$ cat config.mk
export PLATFORM = sky130hd
export DESIGN_NAME = nmea_gga_sentence_parser_core
export DESIGN_NICKNAME = d
export VERILOG_FILES = /design/src/hw/rtl/ngsp_pkg.sv /design/src/hw/rtl/nmea_gga_sentence_parser_core.sv /design/src/hw/rtl/ngsp_front.sv /design/src/hw/rtl/ngsp_coord.sv /design/src/hw/rtl/ngsp_back.sv
export SDC_FILE = /design/constraint.sdc
export NUM_CORES = 2
export LEC_CHECK = 0
export BUFFER_PORTS_ARGS = -buffer_cell sky130_fd_sc_hd__clkbuf_2
export CAP_MARGIN = 5
export CORE_MARGIN = 2
export CORE_UTILIZATION = 65
export DETAILED_ROUTE_END_ITERATION = 10
export PLACE_DENSITY_LB_ADDON = 0.2
export SYNTH_ARGS = -nofsm -noshare
export SYNTH_HDL_FRONTEND = slang
export SYNTH_SLANG_ARGS = --single-unit
$ cat constraint.sdc
create_clock -name clk -period 11.65 [get_ports clk]
set_input_delay 1.165 -clock clk [delete_from_list [all_inputs] [get_ports clk]]
set_output_delay 1.165 -clock clk [all_outputs]
set_load 0.02 [all_outputs]
$ cat src/hw/rtl/ngsp_pkg.sv
// Shared types, character codes and helpers for the GGA sentence parser.
`timescale 1ns / 1ps
`default_nettype none

package ngsp_pkg;

    localparam int LINE_CAPACITY = 128;
    localparam int LEN_W         = 8;
    localparam int QDEPTH        = 2;
    localparam int QPTR_W        = $clog2(QDEPTH);
    localparam int QCNT_W        = $clog2(QDEPTH + 1);

    // Byte classes sorted out by the front end.
    typedef logic [1:0] cls_t;
    localparam cls_t CLS_DATA  = 2'd0;
    localparam cls_t CLS_START = 2'd1;
    localparam cls_t CLS_END   = 2'd2;

    // Close status codes.
    typedef logic [1:0] kind_t;
    localparam kind_t KIND_NONE     = 2'd0;
    localparam kind_t KIND_REJECTED = 2'd1;
    localparam kind_t KIND_GGA      = 2'd2;
    localparam kind_t KIND_OTHER    = 2'd3;

    // Characters.
    localparam logic [7:0] CH_NUL    = 8'h00;
    localparam logic [7:0] CH_LF     = 8'h0A;
    localparam logic [7:0] CH_CR     = 8'h0D;
    localparam logic [7:0] CH_DOLLAR = 8'h24;
    localparam logic [7:0] CH_STAR   = 8'h2A;
    localparam logic [7:0] CH_COMMA  = 8'h2C;
    localparam logic [7:0] CH_MINUS  = 8'h2D;
    localparam logic [7:0] CH_DOT    = 8'h2E;
    localparam logic [7:0] CH_A      = 8'h41;
    localparam logic [7:0] CH_G      = 8'h47;
    localparam logic [7:0] CH_S      = 8'h53;
    localparam logic [7:0] CH_W      = 8'h57;

    // Fixed-point limits and scale factors.
    localparam logic [30:0] COORD_LIMIT = 31'd1810000000;
    localparam logic [19:0] ALT_LIMIT   = 20'd1000000;
    localparam logic [19:0] ALT_OVER    = 20'd1000001;
    localparam logic [31:0] DIV3_MUL    = 32'hAAAAAAAB;
    localparam logic [33:0] DEG_SCALE   = 34'd10000000;
    localparam logic [25:0] MIN_SCALE5  = 26'd500000;

    typedef struct packed {
        logic        valid;
        cls_t        cls;
        logic [7:0]  ch;
    } qport_t;

    typedef struct packed {
        cls_t        cls;
        logic [7:0]  ch;
    } qent_t;

    // Raw pieces of one ddmm.mmmmm coordinate field.
    typedef struct packed {
        logic        present;
        logic        zero;
        logic        big;
        logic [7:0]  deg;
        logic [6:0]  min;
        logic [16:0] frac;
    } coord_raw_t;

    typedef struct packed {
        logic        start;
        coord_raw_t  lat;
        coord_raw_t  lon;
    } coord_req_t;

    typedef struct packed {
        logic        busy;
        logic        valid;
        logic [30:0] lat_mag;
        logic [30:0] lon_mag;
    } coord_rsp_t;

    function automatic logic is_digit(input logic [7:0] c);
        return (c >= 8'h30) && (c <= 8'h39);
    endfunction

    // Returns {valid, value}.
    function automatic logic [4:0] hex_val(input logic [7:0] c);
        logic [4:0] r;
        r = 5'd0;
        if (c >= 8'h30 && c <= 8'h39)
            r = {1'b1, c[3:0]};
        else if ((c >= 8'h41 && c <= 8'h46) || (c >= 8'h61 && c <= 8'h66))
            r = {1'b1, c[3:0] + 4'd9};
        return r;
    endfunction

    // Place value of the n-th minute-fraction digit, five digits in all.
    function automatic logic [16:0] frac_weight(input logic [2:0] n);
        logic [16:0] w;
        unique case (n)
            3'd0:    w = 17'd10000;
            3'd1:    w = 17'd1000;
            3'd2:    w = 17'd100;
            3'd3:    w = 17'd10;
            3'd4:    w = 17'd1;
            default: w = 17'd0;
        endcase
        return w;
    endfunction

endpackage

`default_nettype wire

$ cat src/hw/rtl/nmea_gga_sentence_parser_core.sv
// Top level of the NMEA GGA sentence parser.
`timescale 1ns / 1ps
`default_nettype none

// Channel   Direction  Handshake        Payload
// request   in         push / full      rx_byte
// result    out        empty / pop      sentence_kind, fix_quality, satellite_count,
//                                       hdop_halves, position_valid, latitude_e7,
//                                       longitude_e7, altitude_dm
//
// Each received byte produces exactly one result. Ordinary bytes, '$' and
// closes that do not yield a position are settled in the back end alone. A
// valid GGA close that carries a position also passes through the shared
// coordinate unit (three steps each for latitude and longitude, then commit).
// A two-entry request queue sits between the classifier and the parser, so
// bytes keep being accepted while the queue has room, even as a result waits
// or the coordinate unit runs. Reset clears the line state and the held
// reading; nothing needs clearing after reset, so the block is ready at once.

module nmea_gga_sentence_parser_core (
    input  wire logic          clk,
    input  wire logic          rst_n,
    input  wire logic          push,
    output logic               full,
    input  wire logic [7:0]    rx_byte,
    output logic               empty,
    input  wire logic          pop,
    output logic [1:0]         sentence_kind,
    output logic [2:0]         fix_quality,
    output logic [3:0]         satellite_count,
    output logic [3:0]         hdop_halves,
    output logic               position_valid,
    output logic signed [31:0] latitude_e7,
    output logic signed [31:0] longitude_e7,
    output logic signed [20:0] altitude_dm
);

    ngsp_pkg::qport_t     q;
    logic                 q_pop;
    ngsp_pkg::coord_req_t creq;
    ngsp_pkg::coord_rsp_t crsp;

    // The front end sorts bytes into start, end and data requests.
    ngsp_front u_front (
        .clk     (clk),
        .rst_n   (rst_n),
        .push    (push),
        .rx_byte (rx_byte),
        .full    (full),
        .q       (q),
        .q_pop   (q_pop)
    );

    // The coordinate unit turns ddmm.mmmmm pieces into degrees times 1e7.
    ngsp_coord u_coord (
        .clk   (clk),
        .rst_n (rst_n),
        .req   (creq),
        .rsp   (crsp)
    );

    // The back end parses fields as bytes stream in and judges each line at
    // its close; it owns the held reading and the result register.
    ngsp_back u_back (
        .clk             (clk),
        .rst_n           (rst_n),
        .q               (q),
        .q_pop           (q_pop),
        .creq            (creq),
        .crsp            (crsp),
        .pop             (pop),
        .empty           (empty),
        .sentence_kind   (sentence_kind),
        .fix_quality     (fix_quality),
        .satellite_count (satellite_count),
        .hdop_halves     (hdop_halves),
        .position_valid  (position_valid),
        .latitude_e7     (latitude_e7),
        .longitude_e7    (longitude_e7),
        .altitude_dm     (altitude_dm)
    );

endmodule

`default_nettype wire

$ cat src/hw/rtl/ngsp_front.sv
// Front end: byte classification and the request queue toward the parser.
`timescale 1ns / 1ps
`default_nettype none

module ngsp_front (
    input  wire logic             clk,
    input  wire logic             rst_n,
    input  wire logic             push,
    input  wire logic [7:0]       rx_byte,
    output logic                  full,
    output ngsp_pkg::qport_t      q,
    input  wire logic             q_pop
);

    ngsp_pkg::qent_t                 mem_reg [ngsp_pkg::QDEPTH];
    logic [ngsp_pkg::QPTR_W-1:0]     wr_ptr_reg, wr_ptr_next;
    logic [ngsp_pkg::QPTR_W-1:0]     rd_ptr_reg, rd_ptr_next;
    logic [ngsp_pkg::QCNT_W-1:0]     count_reg, count_next;
    logic                            push_ok, pop_ok;
    ngsp_pkg::cls_t                  cls;

    always_comb
    begin
        if (rx_byte == ngsp_pkg::CH_DOLLAR)
            cls = ngsp_pkg::CLS_START;
        else if (rx_byte == ngsp_pkg::CH_CR || rx_byte == ngsp_pkg::CH_LF)
            cls = ngsp_pkg::CLS_END;
        else
            cls = ngsp_pkg::CLS_DATA;
    end

    assign full    = (count_reg == ngsp_pkg::QCNT_W'(ngsp_pkg::QDEPTH));
    assign push_ok = push && !full;
    assign pop_ok  = q_pop && (count_reg != '0);

    always_comb
    begin
        wr_ptr_next = wr_ptr_reg;
        rd_ptr_next = rd_ptr_reg;
        count_next  = count_reg;
        if (push_ok)
            wr_ptr_next = (wr_ptr_reg == ngsp_pkg::QPTR_W'(ngsp_pkg::QDEPTH - 1)) ?
                          '0 : wr_ptr_reg + 1'b1;
        if (pop_ok)
            rd_ptr_next = (rd_ptr_reg == ngsp_pkg::QPTR_W'(ngsp_pkg::QDEPTH - 1)) ?
                          '0 : rd_ptr_reg + 1'b1;
        if (push_ok && !pop_ok)
            count_next = count_reg + 1'b1;
        else if (!push_ok && pop_ok)
            count_next = count_reg - 1'b1;
    end

    always_ff @(posedge clk or negedge rst_n)
    begin
        if (!rst_n)
        begin
            wr_ptr_reg <= '0;
            rd_ptr_reg <= '0;
            count_reg  <= '0;
        end
        else
        begin
            wr_ptr_reg <= wr_ptr_next;
            rd_ptr_reg <= rd_ptr_next;
            count_reg  <= count_next;
        end
    end

    always_ff @(posedge clk)
    begin
        if (push_ok)
            mem_reg[wr_ptr_reg] <= '{cls: cls, ch: rx_byte};
    end

    assign q.valid = (count_reg != '0);
    assign q.cls   = mem_reg[rd_ptr_reg].cls;
    assign q.ch    = mem_reg[rd_ptr_reg].ch;

    a_count_bound: assert property (@(posedge clk) disable iff (!rst_n)
        count_reg <= ngsp_pkg::QCNT_W'(ngsp_pkg::QDEPTH))
        else $error("request queue count above its depth");

    a_count_hold: assert property (@(posedge clk) disable iff (!rst_n)
        (!push_ok && !pop_ok) |=> $stable(count_reg))
        else $error("request queue count moved without a push or pop");

endmodule

`default_nettype wire

$ cat src/hw/rtl/ngsp_coord.sv
// Multi-cycle converter from ddmm.mmmmm pieces to degrees times 1e7.
`timescale 1ns / 1ps
`default_nettype none

module ngsp_coord (
    input  wire logic                 clk,
    input  wire logic                 rst_n,
    input  wire ngsp_pkg::coord_req_t req,
    output ngsp_pkg::coord_rsp_t      rsp
);

    localparam logic [1:0] PH_X   = 2'd0;
    localparam logic [1:0] PH_MUL = 2'd1;
    localparam logic [1:0] PH_SUM = 2'd2;

    ngsp_pkg::coord_raw_t lat_raw_reg, lon_raw_reg, cur;
    logic        sel_reg, busy_reg, valid_reg;
    logic [1:0]  ph_reg;
    logic [25:0] x5_reg;
    logic [57:0] prod_reg;
    logic [30:0] lat_mag_reg, lon_mag_reg;
    logic [25:0] x5;
    logic [24:0] quot;
    logic [33:0] total;
    logic [30:0] mag;

    assign cur  = sel_reg ? lon_raw_reg : lat_raw_reg;
    // Minutes and fraction in 1e-5 minute, times five; one third of it is the
    // minute part in 1e-7 degree.
    assign x5   = {19'd0, cur.min} * ngsp_pkg::MIN_SCALE5 + {9'd0, cur.frac} * 26'd5;
    assign quot = prod_reg[57:33];
    assign total = {26'd0, cur.deg} * ngsp_pkg::DEG_SCALE + {9'd0, quot};

    always_comb
    begin
        if (cur.zero)
            mag = '0;
        else if (cur.big || total > {3'd0, ngsp_pkg::COORD_LIMIT})
            mag = ngsp_pkg::COORD_LIMIT;
        else
            mag = total[30:0];
    end

    always_ff @(posedge clk or negedge rst_n)
    begin
        if (!rst_n)
        begin
            sel_reg   <= 1'b0;
            busy_reg  <= 1'b0;
            valid_reg <= 1'b0;
            ph_reg    <= PH_X;
        end
        else if (req.start)
        begin
            sel_reg   <= 1'b0;
            busy_reg  <= 1'b1;
            valid_reg <= 1'b0;
            ph_reg    <= PH_X;
        end
        else if (busy_reg)
        begin
            unique case (ph_reg)
                PH_X:   ph_reg <= PH_MUL;
                PH_MUL: ph_reg <= PH_SUM;
                default:
                begin
                    ph_reg <= PH_X;
                    if (sel_reg)
                    begin
                        busy_reg  <= 1'b0;
                        valid_reg <= 1'b1;
                    end
                    sel_reg <= 1'b1;
                end
            endcase
        end
    end

    always_ff @(posedge clk)
    begin
        if (req.start)
        begin
            lat_raw_reg <= req.lat;
            lon_raw_reg <= req.lon;
        end
        if (busy_reg && ph_reg == PH_X)
            x5_reg <= x5;
        if (busy_reg && ph_reg == PH_MUL)
            prod_reg <= {32'd0, x5_reg} * {26'd0, ngsp_pkg::DIV3_MUL};
        if (busy_reg && ph_reg == PH_SUM)
        begin
            if (sel_reg)
                lon_mag_reg <= mag;
            else
                lat_mag_reg <= mag;
        end
    end

    assign rsp.busy    = busy_reg;
    assign rsp.valid   = valid_reg;
    assign rsp.lat_mag = lat_mag_reg;
    assign rsp.lon_mag = lon_mag_reg;

    a_busy_valid: assert property (@(posedge clk) disable iff (!rst_n)
        !(busy_reg && valid_reg))
        else $error("coordinate unit busy and done at once");

endmodule

`default_nettype wire

$ cat src/hw/rtl/ngsp_back.sv
// Back end: line tracking, streaming field parse, close checks and held reading.
`timescale 1ns / 1ps
`default_nettype none

module ngsp_back (
    input  wire logic                 clk,
    input  wire logic                 rst_n,
    input  wire ngsp_pkg::qport_t     q,
    output logic                      q_pop,
    output ngsp_pkg::coord_req_t      creq,
    input  wire ngsp_pkg::coord_rsp_t crsp,
    input  wire logic                 pop,
    output logic                      empty,
    output logic [1:0]                sentence_kind,
    output logic [2:0]                fix_quality,
    output logic [3:0]                satellite_count,
    output logic [3:0]                hdop_halves,
    output logic                      position_valid,
    output logic signed [31:0]        latitude_e7,
    output logic signed [31:0]        longitude_e7,
    output logic signed [20:0]        altitude_dm
);

    localparam logic ST_IDLE = 1'b0;
    localparam logic ST_CALC = 1'b1;

    localparam logic [1:0] ALT_RUN  = 2'd0;
    localparam logic [1:0] ALT_DOT  = 2'd1;
    localparam logic [1:0] ALT_DONE = 2'd2;

    localparam logic [3:0] FLD_LAT  = 4'd2;
    localparam logic [3:0] FLD_NS   = 4'd3;
    localparam logic [3:0] FLD_LON  = 4'd4;
    localparam logic [3:0] FLD_EW   = 4'd5;
    localparam logic [3:0] FLD_FIX  = 4'd6;
    localparam logic [3:0] FLD_SATS = 4'd7;
    localparam logic [3:0] FLD_HDOP = 4'd8;
    localparam logic [3:0] FLD_ALT  = 4'd9;

    // Parse state of the field being received.
    typedef struct packed {
        logic [7:0]  len;
        logic [7:0]  first;
        logic [7:0]  lead;
        logic        lead_run;
        logic [7:0]  deg;
        logic        big;
        logic [3:0]  mt;
        logic [3:0]  mo;
        logic        dot_seen;
        logic        dot_early;
        logic        frac_run;
        logic [2:0]  frac_cnt;
        logic [16:0] frac;
        logic [3:0]  tenth;
        logic [19:0] alt_v;
        logic        alt_neg;
        logic [1:0]  alt_ph;
        logic [3:0]  alt_t;
    } fld_t;

    // Candidate reading gathered from the closed fields of the line.
    typedef struct packed {
        ngsp_pkg::coord_raw_t lat;
        logic        ns_ok;
        logic        ns_s;
        ngsp_pkg::coord_raw_t lon;
        logic        ew_ok;
        logic        ew_w;
        logic [2:0]  fix;
        logic [3:0]  sats;
        logic [3:0]  hdop;
        logic [20:0] alt;
    } res_t;

    typedef struct packed {
        logic [ngsp_pkg::LEN_W-1:0] len;
        logic        overrun;
        logic        dollar0;
        logic        star_seen;
        logic [1:0]  after_star;
        logic [7:0]  hex_hi;
        logic [7:0]  hex_lo;
        logic [7:0]  xsum;
        logic        gga_ok;
        logic [3:0]  fidx;
        fld_t        fld;
        res_t        res;
    } line_t;

    function automatic fld_t fld_clear();
        fld_t f;
        f          = '0;
        f.lead_run = 1'b1;
        f.alt_ph   = ALT_RUN;
        return f;
    endfunction

    function automatic line_t line_clear();
        line_t l;
        l     = '0;
        l.fld = fld_clear();
        return l;
    endfunction

    function automatic fld_t fld_step(input fld_t f, input logic [7:0] c);
        fld_t        n;
        logic        dig;
        logic [3:0]  d;
        logic [11:0] lead_w;
        logic [11:0] deg_w;
        logic [23:0] alt_w;
        n      = f;
        dig    = ngsp_pkg::is_digit(c);
        d      = c[3:0];
        lead_w = {4'd0, f.lead} * 12'd10 + {8'd0, d};
        deg_w  = {4'd0, f.deg} * 12'd10 + {8'd0, f.mt};
        alt_w  = {4'd0, f.alt_v} * 24'd10 + {20'd0, d};
        if (f.len == 8'd0)
            n.first = c;
        // Leading digit run: capped value plus degree and minute split.
        if (f.lead_run)
        begin
            if (dig)
            begin
                n.lead = (lead_w > 12'd255) ? 8'd255 : lead_w[7:0];
                n.big  = f.big || (deg_w > 12'd255);
                n.deg  = deg_w[7:0];
                n.mt   = f.mo;
                n.mo   = d;
            end
            else
                n.lead_run = 1'b0;
        end
        // Fraction after the first dot, up to five digits.
        if (!f.dot_seen && c == ngsp_pkg::CH_DOT)
        begin
            n.dot_seen  = 1'b1;
            n.dot_early = (f.len < 8'd3);
            n.frac_run  = 1'b1;
        end
        else if (f.frac_run)
        begin
            if (dig && f.frac_cnt < 3'd5)
            begin
                n.frac     = f.frac + ngsp_pkg::frac_weight(f.frac_cnt) * {13'd0, d};
                n.frac_cnt = f.frac_cnt + 3'd1;
                if (f.frac_cnt == 3'd0)
                    n.tenth = d;
            end
            else
                n.frac_run = 1'b0;
        end
        // Altitude: optional sign, integer run, one kept tenth.
        unique case (f.alt_ph)
            ALT_RUN:
            begin
                if (f.len == 8'd0 && c == ngsp_pkg::CH_MINUS)
                    n.alt_neg = 1'b1;
                else if (dig)
                    n.alt_v = (alt_w > {4'd0, ngsp_pkg::ALT_LIMIT}) ?
                              ngsp_pkg::ALT_OVER : alt_w[19:0];
                else if (c == ngsp_pkg::CH_DOT)
                    n.alt_ph = ALT_DOT;
                else
                    n.alt_ph = ALT_DONE;
            end
            ALT_DOT:
            begin
                if (dig)
                    n.alt_t = d;
                n.alt_ph = ALT_DONE;
            end
            default:
            begin
                n.alt_ph = f.alt_ph;
            end
        endcase
        n.len = f.len + 8'd1;
        return n;
    endfunction

    function automatic res_t fld_close(input fld_t f, input logic [3:0] idx, input res_t r);
        res_t                 n;
        ngsp_pkg::coord_raw_t cr;
        logic [6:0]           hv;
        logic [14:0]          hp;
        logic [4:0]           hq;
        logic [3:0]           hdop;
        logic [23:0]          av;
        logic [19:0]          am;
        logic [20:0]          alt;
        n          = r;
        cr.present = (f.len != 8'd0);
        cr.zero    = f.dot_seen ? f.dot_early : (f.len < 8'd3);
        cr.big     = f.big;
        cr.deg     = f.deg;
        cr.min     = {3'd0, f.mt} * 7'd10 + {3'd0, f.mo};
        cr.frac    = f.frac;
        hv         = {4'd0, f.lead[2:0]} * 7'd10 + {3'd0, f.tenth} + 7'd2;
        hp         = {8'd0, hv} * 15'd205;
        hq         = hp[14:10];
        if (f.len == 8'd0)
            hdop = 4'd0;
        else if (f.lead >= 8'd8 || hq > 5'd15)
            hdop = 4'd15;
        else
            hdop = hq[3:0];
        av  = {4'd0, f.alt_v} * 24'd10 + {20'd0, f.alt_t};
        am  = (av > {4'd0, ngsp_pkg::ALT_LIMIT}) ? ngsp_pkg::ALT_LIMIT : av[19:0];
        if (f.len == 8'd0)
            alt = '0;
        else if (f.alt_neg)
            alt = 21'd0 - {1'b0, am};
        else
            alt = {1'b0, am};
        unique case (idx)
            FLD_LAT:  n.lat = cr;
            FLD_NS:
            begin
                n.ns_ok = cr.present;
                n.ns_s  = (f.first == ngsp_pkg::CH_S);
            end
            FLD_LON:  n.lon = cr;
            FLD_EW:
            begin
                n.ew_ok = cr.present;
                n.ew_w  = (f.first == ngsp_pkg::CH_W);
            end
            FLD_FIX:  n.fix  = (f.lead > 8'd7) ? 3'd7 : f.lead[2:0];
            FLD_SATS: n.sats = (f.lead > 8'd15) ? 4'd15 : f.lead[3:0];
            FLD_HDOP: n.hdop = hdop;
            FLD_ALT:  n.alt  = alt;
            default:  n.fix  = r.fix;
        endcase
        return n;
    endfunction

    // One byte stored into the line.
    function automatic line_t line_step(input line_t l, input logic [7:0] c);
        line_t n;
        n = l;
        if (l.len == 8'd0)
            n.dollar0 = (c == ngsp_pkg::CH_DOLLAR);
        if (l.len == 8'd3)
            n.gga_ok = (c == ngsp_pkg::CH_G);
        if (l.len == 8'd4)
            n.gga_ok = l.gga_ok && (c == ngsp_pkg::CH_G);
        if (l.len == 8'd5)
            n.gga_ok = l.gga_ok && (c == ngsp_pkg::CH_A);
        if (!l.star_seen)
        begin
            if (c == ngsp_pkg::CH_STAR)
                n.star_seen = 1'b1;
            else if (l.len != 8'd0)
                n.xsum = l.xsum ^ c;
            if (c == ngsp_pkg::CH_NUL || c == ngsp_pkg::CH_COMMA || c == ngsp_pkg::CH_STAR)
            begin
                n.res  = fld_close(l.fld, l.fidx, l.res);
                n.fidx = (l.fidx == 4'd15) ? 4'd15 : l.fidx + 4'd1;
                n.fld  = fld_clear();
            end
            else
                n.fld = fld_step(l.fld, c);
        end
        else
        begin
            if (l.after_star == 2'd0)
                n.hex_hi = c;
            if (l.after_star == 2'd1)
                n.hex_lo = c;
            if (l.after_star != 2'd2)
                n.after_star = l.after_star + 2'd1;
        end
        n.len = l.len + 8'd1;
        return n;
    endfunction

    logic        state_reg, state_next;
    line_t       line_reg, line_next;
    logic        out_valid_reg, out_valid_next;
    logic [1:0]  out_kind_reg, out_kind_next;
    logic [2:0]  held_fix_reg, held_fix_next;
    logic [3:0]  held_sats_reg, held_sats_next;
    logic [3:0]  held_hdop_reg, held_hdop_next;
    logic        held_pos_reg, held_pos_next;
    logic [31:0] held_lat_reg, held_lat_next;
    logic [31:0] held_lon_reg, held_lon_next;
    logic [20:0] held_alt_reg, held_alt_next;
    res_t        pend_reg, pend_next;

    logic        out_free, take;
    res_t        fin_res;
    logic [4:0]  hh, hl;
    logic        line_ok, pos_ok;
    logic [1:0]  close_kind;

    assign out_free = !out_valid_reg || pop;
    assign take     = (state_reg == ST_IDLE) && q.valid && out_free;

    // Close evaluation on the current line; an open field ends at line end.
    always_comb
    begin
        fin_res = line_reg.star_seen ? line_reg.res :
                  fld_close(line_reg.fld, line_reg.fidx, line_reg.res);
        hh      = ngsp_pkg::hex_val(line_reg.hex_hi);
        hl      = ngsp_pkg::hex_val(line_reg.hex_lo);
        line_ok = (line_reg.len >= 8'd6) && line_reg.dollar0 && line_reg.star_seen &&
                  (line_reg.after_star == 2'd2) && hh[4] && hl[4] &&
                  (line_reg.xsum == {hh[3:0], hl[3:0]});
        pos_ok  = (fin_res.fix != 3'd0) && fin_res.lat.present && fin_res.ns_ok &&
                  fin_res.lon.present && fin_res.ew_ok;
        if (line_reg.overrun)
            close_kind = ngsp_pkg::KIND_REJECTED;
        else if (line_reg.len == 8'd0)
            close_kind = ngsp_pkg::KIND_NONE;
        else if (!line_ok)
            close_kind = ngsp_pkg::KIND_REJECTED;
        else if (line_reg.gga_ok)
            close_kind = ngsp_pkg::KIND_GGA;
        else
            close_kind = ngsp_pkg::KIND_OTHER;
    end

    always_comb
    begin
        state_next     = state_reg;
        line_next      = line_reg;
        out_valid_next = out_valid_reg && !pop;
        out_kind_next  = out_kind_reg;
        held_fix_next  = held_fix_reg;
        held_sats_next = held_sats_reg;
        held_hdop_next = held_hdop_reg;
        held_pos_next  = held_pos_reg;
        held_lat_next  = held_lat_reg;
        held_lon_next  = held_lon_reg;
        held_alt_next  = held_alt_reg;
        pend_next      = pend_reg;
        q_pop          = 1'b0;
        creq.start     = 1'b0;
        creq.lat       = fin_res.lat;
        creq.lon       = fin_res.lon;

        if (take)
        begin
            q_pop          = 1'b1;
            out_valid_next = 1'b1;
            out_kind_next  = ngsp_pkg::KIND_NONE;
            unique case (q.cls)
                ngsp_pkg::CLS_START:
                    line_next = line_step(line_clear(), q.ch);
                ngsp_pkg::CLS_END:
                begin
                    line_next     = line_clear();
                    out_kind_next = close_kind;
                    if (close_kind == ngsp_pkg::KIND_GGA)
                    begin
                        if (pos_ok)
                        begin
                            creq.start     = 1'b1;
                            pend_next      = fin_res;
                            out_valid_next = 1'b0;
                            state_next     = ST_CALC;
                        end
                        else
                        begin
                            held_fix_next  = fin_res.fix;
                            held_sats_next = fin_res.sats;
                            held_hdop_next = fin_res.hdop;
                            held_pos_next  = 1'b0;
                            held_lat_next  = '0;
                            held_lon_next  = '0;
                            held_alt_next  = '0;
                        end
                    end
                end
                default:
                begin
                    if (!line_reg.overrun)
                    begin
                        if (line_reg.len >= ngsp_pkg::LEN_W'(ngsp_pkg::LINE_CAPACITY))
                            line_next.overrun = 1'b1;
                        else
                            line_next = line_step(line_reg, q.ch);
                    end
                end
            endcase
        end
        else if (state_reg == ST_CALC && crsp.valid && out_free)
        begin
            state_next     = ST_IDLE;
            out_valid_next = 1'b1;
            out_kind_next  = ngsp_pkg::KIND_GGA;
            held_fix_next  = pend_reg.fix;
            held_sats_next = pend_reg.sats;
            held_hdop_next = pend_reg.hdop;
            held_pos_next  = 1'b1;
            held_lat_next  = pend_reg.ns_s ? 32'd0 - {1'b0, crsp.lat_mag} : {1'b0, crsp.lat_mag};
            held_lon_next  = pend_reg.ew_w ? 32'd0 - {1'b0, crsp.lon_mag} : {1'b0, crsp.lon_mag};
            held_alt_next  = pend_reg.alt;
        end
    end

    always_ff @(posedge clk or negedge rst_n)
    begin
        if (!rst_n)
        begin
            state_reg     <= ST_IDLE;
            line_reg      <= line_clear();
            out_valid_reg <= 1'b0;
            out_kind_reg  <= ngsp_pkg::KIND_NONE;
            held_fix_reg  <= '0;
            held_sats_reg <= '0;
            held_hdop_reg <= '0;
            held_pos_reg  <= 1'b0;
            held_lat_reg  <= '0;
            held_lon_reg  <= '0;
            held_alt_reg  <= '0;
        end
        else
        begin
            state_reg     <= state_next;
            line_reg      <= line_next;
            out_valid_reg <= out_valid_next;
            out_kind_reg  <= out_kind_next;
            held_fix_reg  <= held_fix_next;
            held_sats_reg <= held_sats_next;
            held_hdop_reg <= held_hdop_next;
            held_pos_reg  <= held_pos_next;
            held_lat_reg  <= held_lat_next;
            held_lon_reg  <= held_lon_next;
            held_alt_reg  <= held_alt_next;
        end
    end

    always_ff @(posedge clk)
    begin
        pend_reg <= pend_next;
    end

    assign empty           = !out_valid_reg;
    assign sentence_kind   = out_kind_reg;
    assign fix_quality     = held_fix_reg;
    assign satellite_count = held_sats_reg;
    assign hdop_halves     = held_hdop_reg;
    assign position_valid  = held_pos_reg;
    assign latitude_e7     = held_lat_reg;
    assign longitude_e7    = held_lon_reg;
    assign altitude_dm     = held_alt_reg;

    a_no_pos_zero: assert property (@(posedge clk) disable iff (!rst_n)
        !held_pos_reg |-> (held_lat_reg == 32'd0 && held_lon_reg == 32'd0 &&
                           held_alt_reg == 21'd0))
        else $error("position fields nonzero without a position");

    a_calc_has_unit: assert property (@(posedge clk) disable iff (!rst_n)
        (state_reg == ST_CALC) |-> (crsp.busy || crsp.valid))
        else $error("waiting on coordinates with the unit idle");

endmodule

`default_nettype wire

==> summary.md <==
| Metric | Value |
|---|---|
| Post-DP HPWL | `slightly below 90,000 um` |
| DR WL/cell | `19.62 um` |
| R2R cell count | `22` |
| Min Tclk post-route | `8.152 ns` |
| Die height | `~270 um` |
| RSZ-0062 raised after global routing | `no` |
| Final core area utilization | `a little over two thirds` |
| DRT Wirelength | `114,600 um` |
| Top post-synthesis cells by area | `dfrtp_1 19%, edfxtp_1 15%, ha_1 15%` |
| Critical path launch point type | `register` |
| Final Power | `11.83 mW` |
| Via count | `35,640` |
| Mapped Cells | `around 4,800` |
| Final nets | `roughly 5,700` |
| Count of final hold-check violations | `0` |
| Final Setup Violations | `0` |
| Synth cell types | `96` |
| Initial core utilization | `65.53%` |
| Die W | `274.7 um` |
| Gpl congestion | `0.9722` |
| Measured slew at the worst slew-check pin | `roughly 1.2 ns` |
| Post-Syn Nets | `5,611` |
| Max_cap viols | `0` |
| CP max stage delay | `0.83 ns` |
| Clk slew on worst S/H paths | `0.06 ns` |
| Skew final | `0.02375 ns` |
| Largest net degree at the start of global routing | `approximately 150` |
| Tcrit/Tclk final | `approximately 70%` |
| First-pass GRT wire length | `184,700 um` |
| Synthesis-to-finish area growth | `7.920%` |
| Synth Register Bits | `589` |
| Initial DRC count | `2,625` |
| Critical path endpoint | `u_coord.prod_reg[57]` |
| Vias in the first global route | `35,170` |
| Post-CTS Setup Bufs | `0` |
| Outcome | `finished clean` |
| Maximum vdd drop | `0.0001903 V` |
| Fmax | `122.7 MHz` |
| Antenna violations before repair | `0` |
| Pins over their slew limit | `0` |
| Core area | `around 73,000 um2` |
| Number of flip-flops under the largest register name | `244` |
| Worst Path Arrival | `8.51 ns` |
| Most common cell in the synthesized netlist | `ha_1` |
| CP endpoint kind | `register` |
| CTS sink count | `589` |
| Max stage delay cell, worst path | `fa_1` |
| DRC viols | `0` |
| Critical path, cell by cell | `ha_1, fa_1, fa_1, inv_1, fa_1, inv_1, fa_1, fa_1, fa_1, ha_1, nand4_1, nor4_1, nand2_1, o221ai_1, a21oi_1, nor2_1, nor3_1, or4_1, a31oi_1, a21o_1, a21oi_1, xnor2_1` |
| Area share of the largest cell type after synthesis | `18.54%` |
| Crit path from | `u_coord.x5_reg[20]` |
| Setup TNS | `0 ns` |
| Crit path max fanout | `6` |
| Hold depth | `2` |
| CTS tree | `built` |
| Most instantiated cells after synthesis | `553 x ha_1, 540 x inv_1, 416 x nand2_1` |
| Root buf cell | `clkbuf_16` |
| # hold bufs at CTS | `0` |
| Reg2reg start | `u_coord.x5_reg[20]` |
| Top cell by count, worst path | `fa_1` |
| Clk Latency, worst-skew pair | `approximately 0.63 ns` |
| Layout cells sized above 1 | `8.683%` |
| H-tree depth | `3` |
| Vias/cell | `slightly above 6` |
| CTS resizes | `0` |
| Total clock buffers created by CTS | `66` |
| Antenna fix cells | `0` |
| Reg-to-Reg End | `u_coord.prod_reg[57]` |
| Final ANT Viol Nets | `0` |
| Reg2reg setup slack | `3.50 ns` |
| Netlist Area Pre-Place | `47,650 um2` |
| Post-synth EDFFs | `235` |
| Asr flop ratio synth | `60.10%` |
| Die area | `75,480 um2` |
| Max_slew headroom | `17.62%` |
| Worst Path Class, Setup | `reg -> reg` |
| Row count | `99` |
| Num ports | `113` |
| DRT Pass-1 Iters | `5` |
| Power per cell area | `230.2 nW/um2` |
| Seq/Total Area, Yosys | `33.41%` |
| Req. time, crit path | `12.00 ns` |
| Leakage power | `24.34 nW` |
| Hold/Removal Path Class | `reg -> reg` |
| Grt total ovfl | `0` |
| Ys Warns | `0` |
| Clock buffer depth | `3` |
| Syn avg cell area | `10.03 um2` |
| Ys flop type | `dfrtp_1` |
| IO Port Bufs | `112` |
| Synth area leader | `dfrtp_1` |
| Tot GR Track Use | `between 30% and 40%` |
-- worst min-delay path by stage --
stage                         from                     end  slack, ns
2_1_floorplan   u_back.pend_reg[0]   u_back.altitude_dm[0]       0.41
3_3_place_gp   u_back.pend_reg[19]  u_back.altitude_dm[19]       0.42
3_5_place_dp   u_back.pend_reg[19]  u_back.altitude_dm[19]       0.43
4_1_cts        u_back.pend_reg[19]  u_back.altitude_dm[19]       0.44
5_1_grt        u_back.pend_reg[17]  u_back.altitude_dm[17]       0.46
6_report       u_back.pend_reg[16]  u_back.altitude_dm[16]       0.44
-- where the power goes --
group	switching, mW	internal [mW]	leakage (nW)
clock network	0.888	1.21	1.07
registers	0.240	2.53	6.98
logic	4.28	2.68	16.3
-- routing by layer --
| metal | vias up | GRT usage [%] | routed length, um |
|---|---|---|---|
| met5 | - | 0 | 0 |
| met4 | 0 | 11.96 | 4753 |
| met3 | 223 | 3.360 | 5254 |
| met2 | 1029 | 53.12 | 56740 |
| met1 | 17510 | 39.69 | 47860 |
| li1 | 16880 | - | - |
-- cells in the final DEF (no fill, tap or decap), drive strengths merged, types with 18 or more instances in the layout --
master	Yosys	routed
a21oi	181	181
nand3	154	154
nor4	26	26
or4	22	22
buf	21	38
o31ai	66	66
or2	18	18
edfxtp	235	235
mux2	108	108
o22ai	19	19
fa	294	294
and3	33	33
clkbuf	118	201
ha	553	553
a31oi	35	35
o21bai	21	21
a211oi	28	28
mux2i	49	49
o21a	28	28
nor3	68	68
nand2b	23	23
dfrtp	353	353
xnor2	142	142
clkinv	0	21
o21ai	337	337
nor2b	33	33
nand2	416	416
and2	41	41
a22o	60	60
a21o	79	79
o211ai	22	22
nor2	260	260
xor2	118	118
or3	40	40
nand4	25	25
inv	540	545
-- area by class of cell --
| type | instances | area, um2 |
|---|---|---|
| Multi-Input combinational cell | 3484 | 29240 |
| Fill cell | 5448 | 21290 |
| Sequential cell | 589 | 15920 |
| Inverter | 540 | 2027 |
| Clock buffer | 90 | 1833 |
| Tap cell | 959 | 1200 |
| Timing Repair Buffer | 149 | 860.8 |
| Clock inverter | 31 | 342.8 |
-- logic make-up after synthesis --
kind of cell | after synthesis | share of synthesized area [%]
AND/OR/NAND/NOR | 1196 | 11.92
multiplexers | 157 | 3.582
adder cells (fa/ha/maj) | 847 | 26.87
XOR/XNOR | 260 | 4.795
AO/OA/AOI/OAI | 1024 | 14.05
buffers and inverters | 679 | 5.381
flip-flops | 589 | 33.41
-- critical path, delay by kind of cell, from the launching register on --
family,cells,cell delay [ns]
adder cells (fa/ha/maj),8,4.28
buffers and inverters,2,0.33
flip-flops,1,0.44
AO/OA/AOI/OAI,5,0.83
AND/OR/NAND/NOR,6,1.87
XOR/XNOR,1,0.13
-- metrics by stage --
stage                     cell area (um2)  cells  setup slack, ns  hold slack (ns)
after global placement              49240   5721            3.726           0.4216
after floorplan                     47650   4752            3.428           0.4146
final                               51420   5842            3.498           0.4436
after detailed placement            49240   5721            3.553           0.4294
after CTS                           51420   5842            3.501           0.4447
after global routing                51420   5842            2.988           0.4641
Power figures use the tool's default switching activity.
